===== config.mk =====
export PLATFORM = sky130hd
export DESIGN_NAME = servo_motion_task_queue_flat
export DESIGN_NICKNAME = d
export VERILOG_FILES = /design/src/rtl/core/smtq_pkg.sv /design/src/rtl/core/smtq_req_if.sv /design/src/rtl/core/smtq_res_if.sv /design/src/rtl/core/smtq_mul.sv /design/src/rtl/core/smtq_queue.sv /design/src/rtl/core/servo_motion_task_queue.sv /design/src/flat_wrapper.sv
export SDC_FILE = /design/constraint.sdc
export NUM_CORES = 2
export LEC_CHECK = 0
export BUFFER_PORTS_ARGS = -buffer_cell sky130_fd_sc_hd__buf_4
export CAP_MARGIN = 0
export CORE_ASPECT_RATIO = 1.5
export CORE_UTILIZATION = 44
export CTS_CLUSTER_SIZE = 24
export DETAILED_ROUTE_END_ITERATION = 10
export PLACE_DENSITY = 0.7
export SLEW_MARGIN = 5
export SYNTH_ARGS = -nofsm -noshare
export SYNTH_HDL_FRONTEND = slang
export SYNTH_SLANG_ARGS = --single-unit

===== constraint.sdc =====
create_clock -name clk_i -period 28 [get_ports clk_i]
set_input_delay 2.8 -clock clk_i [delete_from_list [all_inputs] [get_ports clk_i]]
set_output_delay 2.8 -clock clk_i [all_outputs]
set_load 0.02 [all_outputs]

===== src/rtl/core/smtq_pkg.sv =====
// Shared constants, codes and types of the servo motion task queue.
package smtq_pkg;

  localparam int QueueDepth  = 8;
  localparam int NumChannels = 16;
  localparam int MaxResults  = 8;

  localparam int ChW    = 4;
  localparam int AngW   = 8;
  localparam int PulseW = 12;
  localparam int DelayW = 16;
  localparam int TimeW  = 32;

  localparam int QIdxW   = (QueueDepth > 1) ? $clog2(QueueDepth) : 1;
  localparam int QCntW   = $clog2(QueueDepth + 1);
  localparam int ResCntW = $clog2(MaxResults + 1);

  localparam logic [AngW-1:0] FullAngle  = 8'd180;
  localparam logic [AngW-1:0] StartAngle = 8'd90;

  // x/180 = (x>>2)/45, and /45 is a multiply by ceil(2^24/45) then >>24
  localparam int              MulW       = 20;
  localparam logic [MulW-1:0] RecipDiv45 = 20'd372828;
  localparam int              RecipShift = 24;

  localparam logic [PulseW-1:0] PulseZeroReset = 12'd150;
  localparam logic [PulseW-1:0] PulseFullReset = 12'd600;

  localparam int CfgIdxW = 1;
  localparam logic [CfgIdxW-1:0] CfgPulseZero = 1'b0;
  localparam logic [CfgIdxW-1:0] CfgPulseFull = 1'b1;

  localparam logic CmdTick = 1'b0;
  localparam logic CmdMove = 1'b1;

  localparam logic [7:0] MoveImmediate = 8'd0;
  localparam logic [7:0] MoveSmoothLo  = 8'd1;
  localparam logic [7:0] MoveSmoothHi  = 8'd2;

  typedef enum logic [1:0] {
    KindAnswer = 2'd0,
    KindUpdate = 2'd1,
    KindIdle   = 2'd2
  } kind_e;

  typedef enum logic [2:0] {
    StIdle,
    StReq,
    StRead,
    StMul1,
    StMul2,
    StPulse,
    StFinish
  } state_e;

  typedef struct packed {
    logic              command;
    logic [7:0]        channel;
    logic [AngW-1:0]   target_angle;
    logic [7:0]        move_type;
    logic [DelayW-1:0] step_delay_ms;
  } cmd_t;

  typedef struct packed {
    logic [ChW-1:0]    channel;
    logic [AngW-1:0]   target;
    logic              is_smooth;
    logic [DelayW-1:0] delay;
    logic [AngW-1:0]   angle;
    logic [TimeW-1:0]  last_step;
  } entry_t;

  typedef struct packed {
    kind_e             kind;
    logic              accepted;
    logic [ChW-1:0]    channel;
    logic [AngW-1:0]   angle;
    logic [PulseW-1:0] pulse;
    logic              last;
  } res_t;

endpackage


===== src/rtl/core/smtq_req_if.sv =====
// Command channel interface: valid/ready plus one move request or tick.
interface smtq_req_if;
  import smtq_pkg::*;

  logic              valid;
  logic              ready;
  logic              command;
  logic [7:0]        channel;
  logic [AngW-1:0]   target_angle;
  logic [7:0]        move_type;
  logic [DelayW-1:0] step_delay_ms;

  modport source (
    output valid, command, channel, target_angle, move_type, step_delay_ms,
    input  ready
  );
  modport sink (
    input  valid, command, channel, target_angle, move_type, step_delay_ms,
    output ready
  );
endinterface


===== src/rtl/core/smtq_res_if.sv =====
// Result channel interface: valid/ready plus one answer or position update.
interface smtq_res_if;
  import smtq_pkg::*;

  logic              valid;
  logic              ready;
  logic [1:0]        kind;
  logic              accepted;
  logic [ChW-1:0]    out_channel;
  logic [AngW-1:0]   out_angle;
  logic [PulseW-1:0] pulse;
  logic              last;

  modport source (
    output valid, kind, accepted, out_channel, out_angle, pulse, last,
    input  ready
  );
  modport sink (
    input  valid, kind, accepted, out_channel, out_angle, pulse, last,
    output ready
  );
endinterface


===== src/rtl/core/smtq_mul.sv =====
// Shared unsigned multiplier with registered product.
module smtq_mul (
  input  logic                          clk_i,
  input  logic [smtq_pkg::MulW-1:0]     a_i,
  input  logic [smtq_pkg::MulW-1:0]     b_i,
  output logic [2*smtq_pkg::MulW-1:0]   p_o
);
  import smtq_pkg::*;

  logic [2*MulW-1:0] p_q;

  always_ff @(posedge clk_i) begin
    p_q <= a_i * b_i;
  end

  assign p_o = p_q;
endmodule


===== src/rtl/core/smtq_queue.sv =====
// Task queue entry storage: one write and one read port.
module smtq_queue (
  input  logic                        clk_i,
  input  logic                        we_i,
  input  logic [smtq_pkg::QIdxW-1:0]  wr_idx_i,
  input  smtq_pkg::entry_t            wr_entry_i,
  input  logic [smtq_pkg::QIdxW-1:0]  rd_idx_i,
  output smtq_pkg::entry_t            rd_entry_o
);
  import smtq_pkg::*;

  entry_t entries_q [QueueDepth];

  always_ff @(posedge clk_i) begin
    if (we_i) begin
      entries_q[wr_idx_i] <= wr_entry_i;
    end
  end

  assign rd_entry_o = entries_q[rd_idx_i];
endmodule


===== src/rtl/core/servo_motion_task_queue.sv =====
// Servo motion task queue top level: sequencer, channel angles and result register.
//
//  channel | dir | contents
//  req_i   | in  | command (tick/move), channel, target_angle, move_type, step_delay_ms
//  res_o   | out | kind, accepted, out_channel, out_angle, pulse, last
//  cfg_*   | in  | pulse_at_zero_deg (idx 0), pulse_at_180_deg (idx 1)
//
// A move request is checked and answered from StReq. A tick walks every queued task once,
// the reported updates sharing one multiplier twice each (angle*span, then reciprocal of 45 on that product >>2).
// req_i.ready is high only between transactions; one result may wait in the output
// register while the next transaction is taken. A stalled res_o holds the sequencer.
// Reset clears the queue, time, and sets every channel angle to 90.
module servo_motion_task_queue (
  input  logic                          clk_i,
  input  logic                          rst_ni,
  smtq_req_if.sink                      req_i,
  smtq_res_if.source                    res_o,
  input  logic                          cfg_we_i,
  input  logic [smtq_pkg::CfgIdxW-1:0]  cfg_idx_i,
  input  logic [smtq_pkg::PulseW-1:0]   cfg_wdata_i
);
  import smtq_pkg::*;

  state_e              state_q, state_d;
  logic [TimeW-1:0]    time_q, time_d;
  logic [QCntW-1:0]    count_q, count_d;
  logic [QCntW-1:0]    r_q, r_d;
  logic [QCntW-1:0]    w_q, w_d;
  logic [ResCntW-1:0]  n_q, n_d;
  cmd_t                cmd_q, cmd_d;
  logic [ChW-1:0]      upd_ch_q, upd_ch_d;
  logic [AngW-1:0]     upd_ang_q, upd_ang_d;
  res_t                pend_q, pend_d;
  logic                pend_vld_q, pend_vld_d;
  res_t                out_q, out_d;
  logic                out_vld_q, out_vld_d;
  logic [AngW-1:0]     chan_angle_q [NumChannels];
  logic [AngW-1:0]     chan_angle_d [NumChannels];
  logic [PulseW-1:0]   lo_q, hi_q;

  logic                q_we;
  logic [QIdxW-1:0]    q_wr_idx;
  entry_t              q_wr;
  entry_t              q_rd;
  logic [MulW-1:0]     mul_a, mul_b;
  logic [2*MulW-1:0]   mul_p;

  logic                out_free;
  logic                span_neg;
  logic [PulseW-1:0]   span_mag;
  logic [PulseW-1:0]   quot;
  logic [PulseW-1:0]   pulse_val;
  logic                reject;
  logic [QCntW-1:0]    slot;
  logic [TimeW-1:0]    age;
  logic                moved, done;
  logic [AngW-1:0]     new_ang;
  entry_t              upd_e;
  res_t                new_res;

  smtq_queue u_queue (
    .clk_i      (clk_i),
    .we_i       (q_we),
    .wr_idx_i   (q_wr_idx),
    .wr_entry_i (q_wr),
    .rd_idx_i   (r_q[QIdxW-1:0]),
    .rd_entry_o (q_rd)
  );

  smtq_mul u_mul (
    .clk_i (clk_i),
    .a_i   (mul_a),
    .b_i   (mul_b),
    .p_o   (mul_p)
  );

  assign span_neg  = hi_q < lo_q;
  assign span_mag  = span_neg ? (lo_q - hi_q) : (hi_q - lo_q);
  assign quot      = mul_p[RecipShift +: PulseW];
  assign pulse_val = span_neg ? (lo_q - quot) : (lo_q + quot);
  assign out_free  = !out_vld_q || res_o.ready;

  always_comb begin
    new_res          = '0;
    new_res.kind     = KindUpdate;
    new_res.channel  = upd_ch_q;
    new_res.angle    = upd_ang_q;
    new_res.pulse    = pulse_val;
  end

  always_comb begin
    state_d      = state_q;
    time_d       = time_q;
    count_d      = count_q;
    r_d          = r_q;
    w_d          = w_q;
    n_d          = n_q;
    cmd_d        = cmd_q;
    upd_ch_d     = upd_ch_q;
    upd_ang_d    = upd_ang_q;
    pend_d       = pend_q;
    pend_vld_d   = pend_vld_q;
    out_d        = out_q;
    out_vld_d    = out_vld_q;
    chan_angle_d = chan_angle_q;
    q_we         = 1'b0;
    q_wr_idx     = w_q[QIdxW-1:0];
    q_wr         = q_rd;
    mul_a        = '0;
    mul_b        = '0;
    reject       = 1'b0;
    slot         = count_q;
    age          = time_q - q_rd.last_step;
    moved        = 1'b0;
    done         = 1'b0;
    new_ang      = q_rd.angle;
    upd_e        = q_rd;

    if (out_vld_q && res_o.ready) begin
      out_vld_d = 1'b0;
    end

    case (state_q)
      StIdle: begin
        if (req_i.valid) begin
          cmd_d.command       = req_i.command;
          cmd_d.channel       = req_i.channel;
          cmd_d.target_angle  = req_i.target_angle;
          cmd_d.move_type     = req_i.move_type;
          cmd_d.step_delay_ms = req_i.step_delay_ms;
          if (req_i.command == CmdMove) begin
            state_d = StReq;
          end else begin
            time_d     = time_q + 1'b1;
            r_d        = '0;
            w_d        = '0;
            n_d        = '0;
            pend_vld_d = 1'b0;
            state_d    = StRead;
          end
        end
      end

      StReq: begin
        reject = (cmd_q.channel >= 8'(NumChannels)) || (cmd_q.target_angle > FullAngle) ||
                 (cmd_q.move_type > MoveSmoothHi) || (count_q >= QCntW'(QueueDepth));
        slot   = (cmd_q.move_type != MoveSmoothLo) ? '0 : count_q;
        if (out_free) begin
          out_d          = '0;
          out_d.kind     = KindAnswer;
          out_d.accepted = !reject;
          out_d.last     = 1'b1;
          out_vld_d      = 1'b1;
          if (!reject) begin
            q_we             = 1'b1;
            q_wr_idx         = slot[QIdxW-1:0];
            q_wr.channel     = cmd_q.channel[ChW-1:0];
            q_wr.target      = cmd_q.target_angle;
            q_wr.is_smooth   = cmd_q.move_type != MoveImmediate;
            q_wr.delay       = cmd_q.step_delay_ms;
            q_wr.angle       = chan_angle_q[cmd_q.channel[ChW-1:0]];
            q_wr.last_step   = time_q;
            count_d          = slot + 1'b1;
          end
          state_d = StIdle;
        end
      end

      StRead: begin
        if (r_q == count_q) begin
          count_d = w_q;
          state_d = StFinish;
        end else begin
          if (!q_rd.is_smooth) begin
            new_ang = q_rd.target;
            moved   = 1'b1;
            done    = 1'b1;
          end else if (q_rd.angle == q_rd.target) begin
            done = 1'b1;
          end else if (age >= TimeW'(q_rd.delay)) begin
            new_ang         = (q_rd.target > q_rd.angle) ? (q_rd.angle + 1'b1)
                                                         : (q_rd.angle - 1'b1);
            moved           = 1'b1;
            done            = new_ang == q_rd.target;
            upd_e.angle     = new_ang;
            upd_e.last_step = time_q;
          end
          if (!done) begin
            q_we     = 1'b1;
            q_wr_idx = w_q[QIdxW-1:0];
            q_wr     = upd_e;
            w_d      = w_q + 1'b1;
          end
          r_d = r_q + 1'b1;
          if (moved) begin
            chan_angle_d[q_rd.channel] = new_ang;
            if (n_q < ResCntW'(MaxResults)) begin
              upd_ch_d  = q_rd.channel;
              upd_ang_d = new_ang;
              state_d   = StMul1;
            end
          end
        end
      end

      // product is not held, so wait here until the result will have room
      StMul1: begin
        mul_a = MulW'(upd_ang_q);
        mul_b = MulW'(span_mag);
        if (!pend_vld_q || out_free) begin
          state_d = StMul2;
        end
      end

      StMul2: begin
        mul_a   = MulW'(mul_p[MulW-1:2]);
        mul_b   = RecipDiv45;
        state_d = StPulse;
      end

      StPulse: begin
        if (!pend_vld_q) begin
          pend_d     = new_res;
          pend_vld_d = 1'b1;
          n_d        = n_q + 1'b1;
          state_d    = StRead;
        end else if (out_free) begin
          out_d     = pend_q;
          out_vld_d = 1'b1;
          pend_d    = new_res;
          n_d       = n_q + 1'b1;
          state_d   = StRead;
        end
      end

      StFinish: begin
        if (out_free) begin
          if (pend_vld_q) begin
            out_d = pend_q;
          end else begin
            out_d      = '0;
            out_d.kind = KindIdle;
          end
          out_d.last = 1'b1;
          out_vld_d  = 1'b1;
          pend_vld_d = 1'b0;
          state_d    = StIdle;
        end
      end

      default: begin
        state_d = StIdle;
      end
    endcase
  end

  always_ff @(posedge clk_i or negedge rst_ni) begin
    if (!rst_ni) begin
      state_q    <= StIdle;
      time_q     <= '0;
      count_q    <= '0;
      r_q        <= '0;
      w_q        <= '0;
      n_q        <= '0;
      pend_vld_q <= 1'b0;
      out_vld_q  <= 1'b0;
      for (int i = 0; i < NumChannels; i++) begin
        chan_angle_q[i] <= StartAngle;
      end
    end else begin
      state_q      <= state_d;
      time_q       <= time_d;
      count_q      <= count_d;
      r_q          <= r_d;
      w_q          <= w_d;
      n_q          <= n_d;
      pend_vld_q   <= pend_vld_d;
      out_vld_q    <= out_vld_d;
      chan_angle_q <= chan_angle_d;
    end
  end

  always_ff @(posedge clk_i) begin
    cmd_q     <= cmd_d;
    upd_ch_q  <= upd_ch_d;
    upd_ang_q <= upd_ang_d;
    pend_q    <= pend_d;
    out_q     <= out_d;
  end

  always_ff @(posedge clk_i or negedge rst_ni) begin
    if (!rst_ni) begin
      lo_q <= PulseZeroReset;
      hi_q <= PulseFullReset;
    end else if (cfg_we_i) begin
      case (cfg_idx_i)
        CfgPulseZero: lo_q <= cfg_wdata_i;
        CfgPulseFull: hi_q <= cfg_wdata_i;
        default: ;
      endcase
    end
  end

  assign req_i.ready       = state_q == StIdle;
  assign res_o.valid       = out_vld_q;
  assign res_o.kind        = out_q.kind;
  assign res_o.accepted    = out_q.accepted;
  assign res_o.out_channel = out_q.channel;
  assign res_o.out_angle   = out_q.angle;
  assign res_o.pulse       = out_q.pulse;
  assign res_o.last        = out_q.last;

  a_count_bound: assert property (@(posedge clk_i) disable iff (!rst_ni)
    count_q <= QCntW'(QueueDepth))
    else $error("queue count above depth");

  a_compact_order: assert property (@(posedge clk_i) disable iff (!rst_ni)
    w_q <= r_q)
    else $error("compaction write index passed read index");

  a_report_cap: assert property (@(posedge clk_i) disable iff (!rst_ni)
    n_q <= ResCntW'(MaxResults))
    else $error("reported updates above limit");

  a_single_last: assert property (@(posedge clk_i) disable iff (!rst_ni)
    out_vld_q && (out_q.kind != KindUpdate) |-> out_q.last)
    else $error("answer or idle result without last");

  a_accept_kind: assert property (@(posedge clk_i) disable iff (!rst_ni)
    out_vld_q && out_q.accepted |-> out_q.kind == KindAnswer)
    else $error("accepted flag on a non-answer result");
endmodule

===== src/flat_wrapper.sv =====
// flat-port wrapper written by rule: the top's interface ports become plain ports
module servo_motion_task_queue_flat import smtq_pkg::*;
  (clk_i, rst_ni, cfg_we_i, cfg_idx_i, cfg_wdata_i, req_i_valid, req_i_command, req_i_channel, req_i_target_angle, req_i_move_type, req_i_step_delay_ms, req_i_ready, res_o_valid, res_o_kind, res_o_accepted, res_o_out_channel, res_o_out_angle, res_o_pulse, res_o_last, res_o_ready);
  smtq_req_if req_i_i ();
  smtq_res_if res_o_i ();
  input  logic clk_i;
  input  logic rst_ni;
  input  logic cfg_we_i;
  input  logic [smtq_pkg::CfgIdxW-1:0] cfg_idx_i;
  input  logic [smtq_pkg::PulseW-1:0] cfg_wdata_i;
  input wire logic [$bits(req_i_i.valid)-1:0] req_i_valid;
  input wire logic [$bits(req_i_i.command)-1:0] req_i_command;
  input wire logic [$bits(req_i_i.channel)-1:0] req_i_channel;
  input wire logic [$bits(req_i_i.target_angle)-1:0] req_i_target_angle;
  input wire logic [$bits(req_i_i.move_type)-1:0] req_i_move_type;
  input wire logic [$bits(req_i_i.step_delay_ms)-1:0] req_i_step_delay_ms;
  output wire logic [$bits(req_i_i.ready)-1:0] req_i_ready;
  output wire logic [$bits(res_o_i.valid)-1:0] res_o_valid;
  output wire logic [$bits(res_o_i.kind)-1:0] res_o_kind;
  output wire logic [$bits(res_o_i.accepted)-1:0] res_o_accepted;
  output wire logic [$bits(res_o_i.out_channel)-1:0] res_o_out_channel;
  output wire logic [$bits(res_o_i.out_angle)-1:0] res_o_out_angle;
  output wire logic [$bits(res_o_i.pulse)-1:0] res_o_pulse;
  output wire logic [$bits(res_o_i.last)-1:0] res_o_last;
  input wire logic [$bits(res_o_i.ready)-1:0] res_o_ready;
  assign req_i_i.valid = req_i_valid;
  assign req_i_i.command = req_i_command;
  assign req_i_i.channel = req_i_channel;
  assign req_i_i.target_angle = req_i_target_angle;
  assign req_i_i.move_type = req_i_move_type;
  assign req_i_i.step_delay_ms = req_i_step_delay_ms;
  assign req_i_ready = req_i_i.ready;
  assign res_o_valid = res_o_i.valid;
  assign res_o_kind = res_o_i.kind;
  assign res_o_accepted = res_o_i.accepted;
  assign res_o_out_channel = res_o_i.out_channel;
  assign res_o_out_angle = res_o_i.out_angle;
  assign res_o_pulse = res_o_i.pulse;
  assign res_o_last = res_o_i.last;
  assign res_o_i.ready = res_o_ready;
  servo_motion_task_queue u_core (.clk_i(clk_i), .rst_ni(rst_ni), .req_i(req_i_i), .res_o(res_o_i), .cfg_we_i(cfg_we_i), .cfg_idx_i(cfg_idx_i), .cfg_wdata_i(cfg_wdata_i));
endmodule

# Word level (Yosys, flattened, before mapping)

Memory sizes are Yosys's and may differ from the RTL's.
Cells that the tools add are included.

Output and inout port bits: 30
Memories kept: 1
Flip-flop bits (word level): 345
Latch bits: 0
Bits of input ports: 59
Bits in read-only memories: 0
Logic and storage cells: 215
Bits in writable memories: 552

Multiplexer cells: 85
Shift operators: 0
Eq/ne operators: 26
Multipliers: 1
Bitwise logic cells: 5
Div/mod/pow operators: 0
Add/subtract/negate cells: 12
Reduce and logical (&&, ||, !) cells: 32
Magnitude comparators: 11

Memories:

| memory                   | depth | bits a word | rd ports | clocked after Yosys merged registers in | wr ports | RTL line         | source |
|---|---|---|---|---|---|---|---|
| u_core.u_queue.entries_q | 8     | 69          | 1        | 0                                       | 1        | smtq_queue.sv:12 | `entry_t entries_q [QueueDepth];` |

Operators by type and width:

| kind                                           | count |
|---|---|
| 2-to-1 mux 40 bit                              | 5 |
| 2-to-1 mux 28 bit                              | 5 |
| 2-to-1 mux 69 bit                              | 2 |
| case mux 69 bit (2 select lines)               | 1 |
| bitwise mux 128 bit                            | 1 |
| case mux 28 bit (3 select lines)               | 1 |
| 2-to-1 mux 8 bit                               | 9 |
| 2-to-1 mux 25 bit                              | 2 |
| 2-to-1 mux 4 bit                               | 11 |
| case mux 19 bit (2 select lines)               | 1 |
| multiplier 18 x 19 -> 36 bit                   | 1 |
| case mux 18 bit (2 select lines)               | 1 |
| subtractor 12 bit                              | 3 |
| 2-to-1 mux 3 bit                               | 11 |
| adder 32 x 1 -> 32 bit (second input constant) | 1 |
| binary-select mux 8 bit (select 4 bit)         | 1 |
| demux 8 bit (select 4 bit)                     | 1 |
| greater-or-equal comparator 32 x 16 -> 1 bit   | 1 |
| case mux 4 bit (2 select lines)                | 4 |
| subtractor 32 bit                              | 1 |
| 2-to-1 mux 12 bit                              | 2 |
| 2-to-1 mux 1 bit                               | 22 |
| AND reduction 4 bit                            | 5 |
| case mux 3 bit (6 select lines)                | 1 |
| 40 further kinds                               | 79 |

# Logic depth before layout (Yosys ltp)

An unclocked memory read counts as a cell.

Depth after elaboration: 14
Mapped depth: 39
Gate-level depth less buffers: 38

# By module

A second synthesis with hierarchy kept.

Cells, all modules: 4,194
Area, all modules: 54,920.2 µm²

By module, submodules not included:

| module                  | seq. area each (µm²) | instances | area an instance (µm²) | cells each |
|---|---|---|---|---|
| smtq_queue              | 16,575.9             | 1         | 20,776.2               | 811 |
| servo_motion_task_queue | 8,343.0              | 1         | 19,560.0               | 1,762 |
| smtq_mul                | 800.8                | 1         | 14,584.0               | 1,621 |

# Least setup slack after synthesis

OpenSTA, ideal clock, no wires.

Path kind: register to register
From: register u_core.r_q[0]
To: memory u_core.u_queue.entries_q[2][0] in the netlist's numbering (enable)
Data arrival time: 10.847 ns
Clock period less this slack: 11.428 ns
Setup slack: 16.572 ns
Buffers on the path: 6
Library setup time: 0.581 ns
Cell stages (with the launch flop): 27
Required time: 27.419 ns
Cell sequence: dfrtp_1 > buf_4 > buf_4 > buf_6 > buf_1 > buf_1 > mux4_2 > mux2i_1 > ha_1 > a211oi_2 > o211ai_1 > a21boi_0 > o21ai_0 > xor2_1 > ha_1 > nand4_1 > nor2_1 > nor3_1 > o2111ai_1 > nor2_1 > nand4_1 > nor4_1 > nor4bb_1 > buf_4 > a31oi_4 > o31a_1 > nor3_1

Word-level cells in the longest chain between the ends: 14
Elaborated cells on any way between the ends: 20
Classes of those cells: add/sub: 3; order compare: 2; eq/ne: 3; mux: 11; memory: 1

Ends and longest elaborated chain:

| what                                                              | RTL line                       | source |
|---|---|---|
| start: declaration                                                | servo_motion_task_queue.sv:27  | `logic [QCntW-1:0] r_q, r_d;` |
| start signal: assignment                                          | servo_motion_task_queue.sv:274 | `r_q <= r_d;` |
| branches (longest 10 deep; another with memory read (8 x 69 bit)) | --                             |  |
| 2-to-1 mux 1 bit (*)                                              | servo_motion_task_queue.sv:170 | `if (r_q == count_q) begin` |
| case mux 1 bit (2 select lines) (*)                               | servo_motion_task_queue.sv:123 | `case (state_q)` |
| 2-to-1 mux 1 bit (*)                                              | smtq_queue.sv:15               | `if (we_i) begin` |
| 2-to-1 mux 1 bit (not written as such) (*)                        | smtq_queue.sv:16               | `entries_q[wr_idx_i] <= wr_entry_i;` |
| end: declaration                                                  | smtq_queue.sv:12               |  |

Mark *: on every way between the ends. The select of a mux whose other input is x is not followed.

# Final worst setup path

From: register u_core.lo_q[1]
To: register u_core.u_mul.p_q[34] (netlist: u_core.u_mul.p_o[34])

Word-level cells in the longest chain between the ends: 4
Elaborated cells on any way between the ends: 6
Classes of those cells: add/sub: 2; mul: 1; order compare: 1; mux: 2

Ends and longest elaborated chain:

| what                                                                    | RTL line                                                     | source |
|---|---|---|
| start: declaration                                                      | servo_motion_task_queue.sv:39                                | `logic [PulseW-1:0] lo_q, hi_q;` |
| start signal: assignment                                                | servo_motion_task_queue.sv:293                               | `lo_q <= PulseZeroReset;` |
| start signal: assignment                                                | servo_motion_task_queue.sv:297                               | `CfgPulseZero: lo_q <= cfg_wdata_i;` |
| subtractor 12 bit / less-than comparator 12 bit (equally long branches) | servo_motion_task_queue.sv:78, servo_motion_task_queue.sv:77 |  |
| 2-to-1 mux 12 bit (*)                                                   | servo_motion_task_queue.sv:78                                | `assign span_mag = span_neg ? (lo_q - hi_q) : (hi_q - lo_q);` |
| case mux 19 bit (2 select lines) (*)                                    | servo_motion_task_queue.sv:123                               |  |
| multiplier 18 x 19 -> 36 bit (*)                                        | smtq_mul.sv:13                                               | `p_q <= a_i * b_i;` |
| end signal: assignment                                                  | smtq_mul.sv:13                                               |  |
| end: declaration                                                        | smtq_mul.sv:10                                               | `logic [2*MulW-1:0] p_q;` |

Every way passes the cells marked *; elsewhere a longest branch is shown, timed or not.
A chain may end at the register's enable or synchronous reset.

==> out/qor.csv <==
stage;metric;value;unit
outcome;status;finished clean;
global_route;grtUsageMet2;38.7;%
timing;rsz0062_at_grt;no;
floorplanning;die-area;116000;um2
synth;synth-edff-count;656;
critical_path;critPathRequiredTime;28620;ps
critical_path;critPathMostFrequentCell;fa_1;
synth;ys_types;97;
route;vias;30600;
placed_design;portBuffers;88;
synth;synth_common_cells;edfxtp_1, inv_1, fa_1;
hold_path;worstHoldPathType;flip-flop to flip-flop;
cts;cts_tree;built;
synth;syn_area_per_cell;13.3;um2
cts;cts-buffers-inserted;84;
layout;nNetsFinal;4455;
timing;skew;32.8;ps
global_route;grt_antenna_before_repair;1;
route;wl_per_cell;21.5;um
route;drt_iter0_drc;2132;
cts;post_cts_buffers;0;
route;via_per_inst;5.62;
global_route;grt-ovfl-total;0;
synth;synth-async-reset-ratio;23.0;%
cts;htreeDepth;3;
cts;root_buffer;clkbuf_16;
synth;synth.area.top_cells;edfxtp_1, fa_1, mux4_2;
global_route;grt_max_degree;89;
cts;cts.sinks;891;
floorplanning;io_pins;89;
cts;clk_pin_slew_worst_paths;60;ps
global_route;track_usage;20.6;%
synth;yosysMostFrequentCell;edfxtp_1;
global_route;gr-usage-met3;2.48;%
cts;cts_hold_buf;0;
critical_path;cp.arrival;11030;ps
critical_path;critPathTopFamily;compound AO/OA/AOI/OAI gates;
timing;setup-tns-final;0;ps
floorplanning;die_y;416;um
synth;yosysTopAreaCell;edfxtp_1;
global_route;grt_pass1_vias;32400;
critical_path;path_buf_inv;5;
cts;cts_resized;0;
critical_path;slowest_stage;a2111oi_0;
timing;hold_violations;0;
synth;yosysSeqAreaShare;50.8;%
timing;fmax;96.1;MHz
floorplanning;coreArea;113000;um2
synth;syn_inst;3770;
timing;period_needed;10410;ps
timing;finalSetupViolCount;0;
route;firstDrtPassIters;6;
floorplanning;fp.dieW;278;um
critical_path;critical_path_class;flip-flop to flip-flop;
placed_design;dp_hpwl;80.7;mm
cts;cts.path.max_buffers;3;
global_route;grt_most_used_layer;met2;
timing;relSlewSlack;24.8;%
timing;fin_crit_sh;37.2;%
route;drc;0;
global_route;grt_pass1_wl;183;mm
placed_design;place.gp.congestion;0.944;
floorplanning;row_count;151;
timing;slew_viol_final;0;
critical_path;critPathCaptureType;flip-flop;
critical_path;startpoint_type;flip-flop;
cts;worstSkewPairLatency;690;ps
synth;syn_area;50200;um2
layout;drive_gt1_share;18.6;%
synth;synth_top_cell_area_share;39.2;%
route;drt-total-wl;117;mm
route;drtAntennaViolNets;0;
synth;ys_warn_count;0;
synth;synthFlopType;edfxtp_1;
critical_path;cp_slowest_stage_delay;730;ps
synth;synth-seq-cells;891;
floorplanning;initial_utilization;44.5;%
layout;area_growth;11.1;%
global_route;use_met1;23.2;%
run;cap_violations;0;
critical_path;worstPathMaxFanout;19;
timing;worstMarginPinSlew;1120;ps
-- sequential cells by signal, indices dropped and copies added (netlist names), 2 cells and up --
name / flops
u_core.u_queue.entries_q: 552
u_core.chan_angle_q: 128
u_core.cmd_q: 40
u_core.time_q: 32
u_core.u_mul.p_o: 30
u_core.pend_q: 24
u_core.hi_q: 12
u_core.lo_q: 12
u_core.res_o.pulse: 12
u_core.res_o.out_angle: 8
u_core.upd_ang_q: 8
u_core.count_q: 4
u_core.n_q: 4
u_core.r_q: 4
u_core.res_o.out_channel: 4
u_core.upd_ch_q: 4
u_core.w_q: 4
u_core.state_q: 3
u_core.res_o.kind: 2
-- cell usage in the layout, fill, tap and decap left out, drive strengths merged, types with 30 or more instances in the layout --
master | synthesis | final
edfxtp | 656 | 656
inv | 423 | 430
fa | 241 | 241
ha | 220 | 220
nand2 | 213 | 213
a21oi | 208 | 208
nor2 | 176 | 176
mux4 | 175 | 175
mux2 | 155 | 155
buf | 53 | 146
nor3 | 136 | 136
dfrtp | 133 | 133
o21ai | 112 | 112
clkbuf | 93 | 106
xnor2 | 89 | 89
conb | 2 | 80
mux2i | 79 | 79
dfstp | 72 | 72
a21o | 45 | 45
or3 | 43 | 43
xor2 | 39 | 39
nand3 | 38 | 38
and2 | 33 | 33
dfxtp | 30 | 30
-- layer usage --
layer / up-vias / wire, um
li1: 13900 / -
met1: 15700 / 43600
met2: 807 / 64200
met3: 246 / 4680
met4: 0 / 4680
met5: - / 0
-- through the flow --
| step | utilization, % | cells | area [um2] | hold slack [ps] | worst slack, ps |
|---|---|---|---|---|---|
| 5_1_grt | 49.4 | 5453 | 55800 | 414 | 16710 |
| 2_1_floorplan | - | 3848 | 50500 | 400 | 16570 |
| 3_3_place_gp | 46.9 | 5302 | 53000 | 408 | 17840 |
| 6_report | 49.4 | 5454 | 55800 | 409 | 17590 |
| 4_1_cts | 49.4 | 5452 | 55800 | 409 | 17660 |
| 3_5_place_dp | 46.9 | 5302 | 53000 | 405 | 17690 |
-- path summary, 6_finish.rpt --
check | startpoint | to | slack [ps] | cells past startpoint
worst max-delay path | u_core.lo_q[1]$_DFFE_PN1P_ | u_core.u_mul.p_o[34]$_DFF_P_ | 17590 | 34
worst min register to register | u_core.upd_ch_q[0]$_DFFE_PP_ | u_core.pend_q[21]$_DFFE_PP_ | 410 | 0
min in group asynchronous | rst_ni | u_core.hi_q[7]$_DFFE_PN0P_ | 2100 | 1
worst min-delay path | u_core.upd_ch_q[0]$_DFFE_PP_ | u_core.pend_q[21]$_DFFE_PP_ | 410 | 0
max in group asynchronous | rst_ni | u_core.r_q[2]$_DFFE_PN0P_ | 23480 | 3
worst max register to register | u_core.lo_q[1]$_DFFE_PN1P_ | u_core.u_mul.p_o[34]$_DFF_P_ | 17590 | 34
-- cells by family (layout without fill, tap and decap cells) --
| group | count (synthesis) | in the layout | share of synthesized area (%) |
|---|---|---|---|
| other | 2 | 82 | 0.0150 |
| buffers and inverters | 570 | 721 | 4.39 |
| and+or+nand+nor | 773 | 773 | 7.41 |
| DFF | 891 | 891 | 50.8 |
| AOI/OAI and AO/OA | 535 | 535 | 7.07 |
| muxes | 409 | 409 | 13.0 |
| xor gates and xnor gates | 129 | 129 | 2.28 |
| adders and majority gates | 461 | 461 | 15.1 |
-- layout make-up --
type,instances,area [um2]
fill,9656,57200
sequential,891,25500
multi-input combinational,2387,22900
clock buffer,105,2270
tap,1453,1820
inverter,424,1590
timing repair buffer,147,1110
clock inverter,45,527
antenna,2,5.00
Power is not shown: default switching activity piles up to over one toggle a cycle in this logic, so the estimate is an artifact.
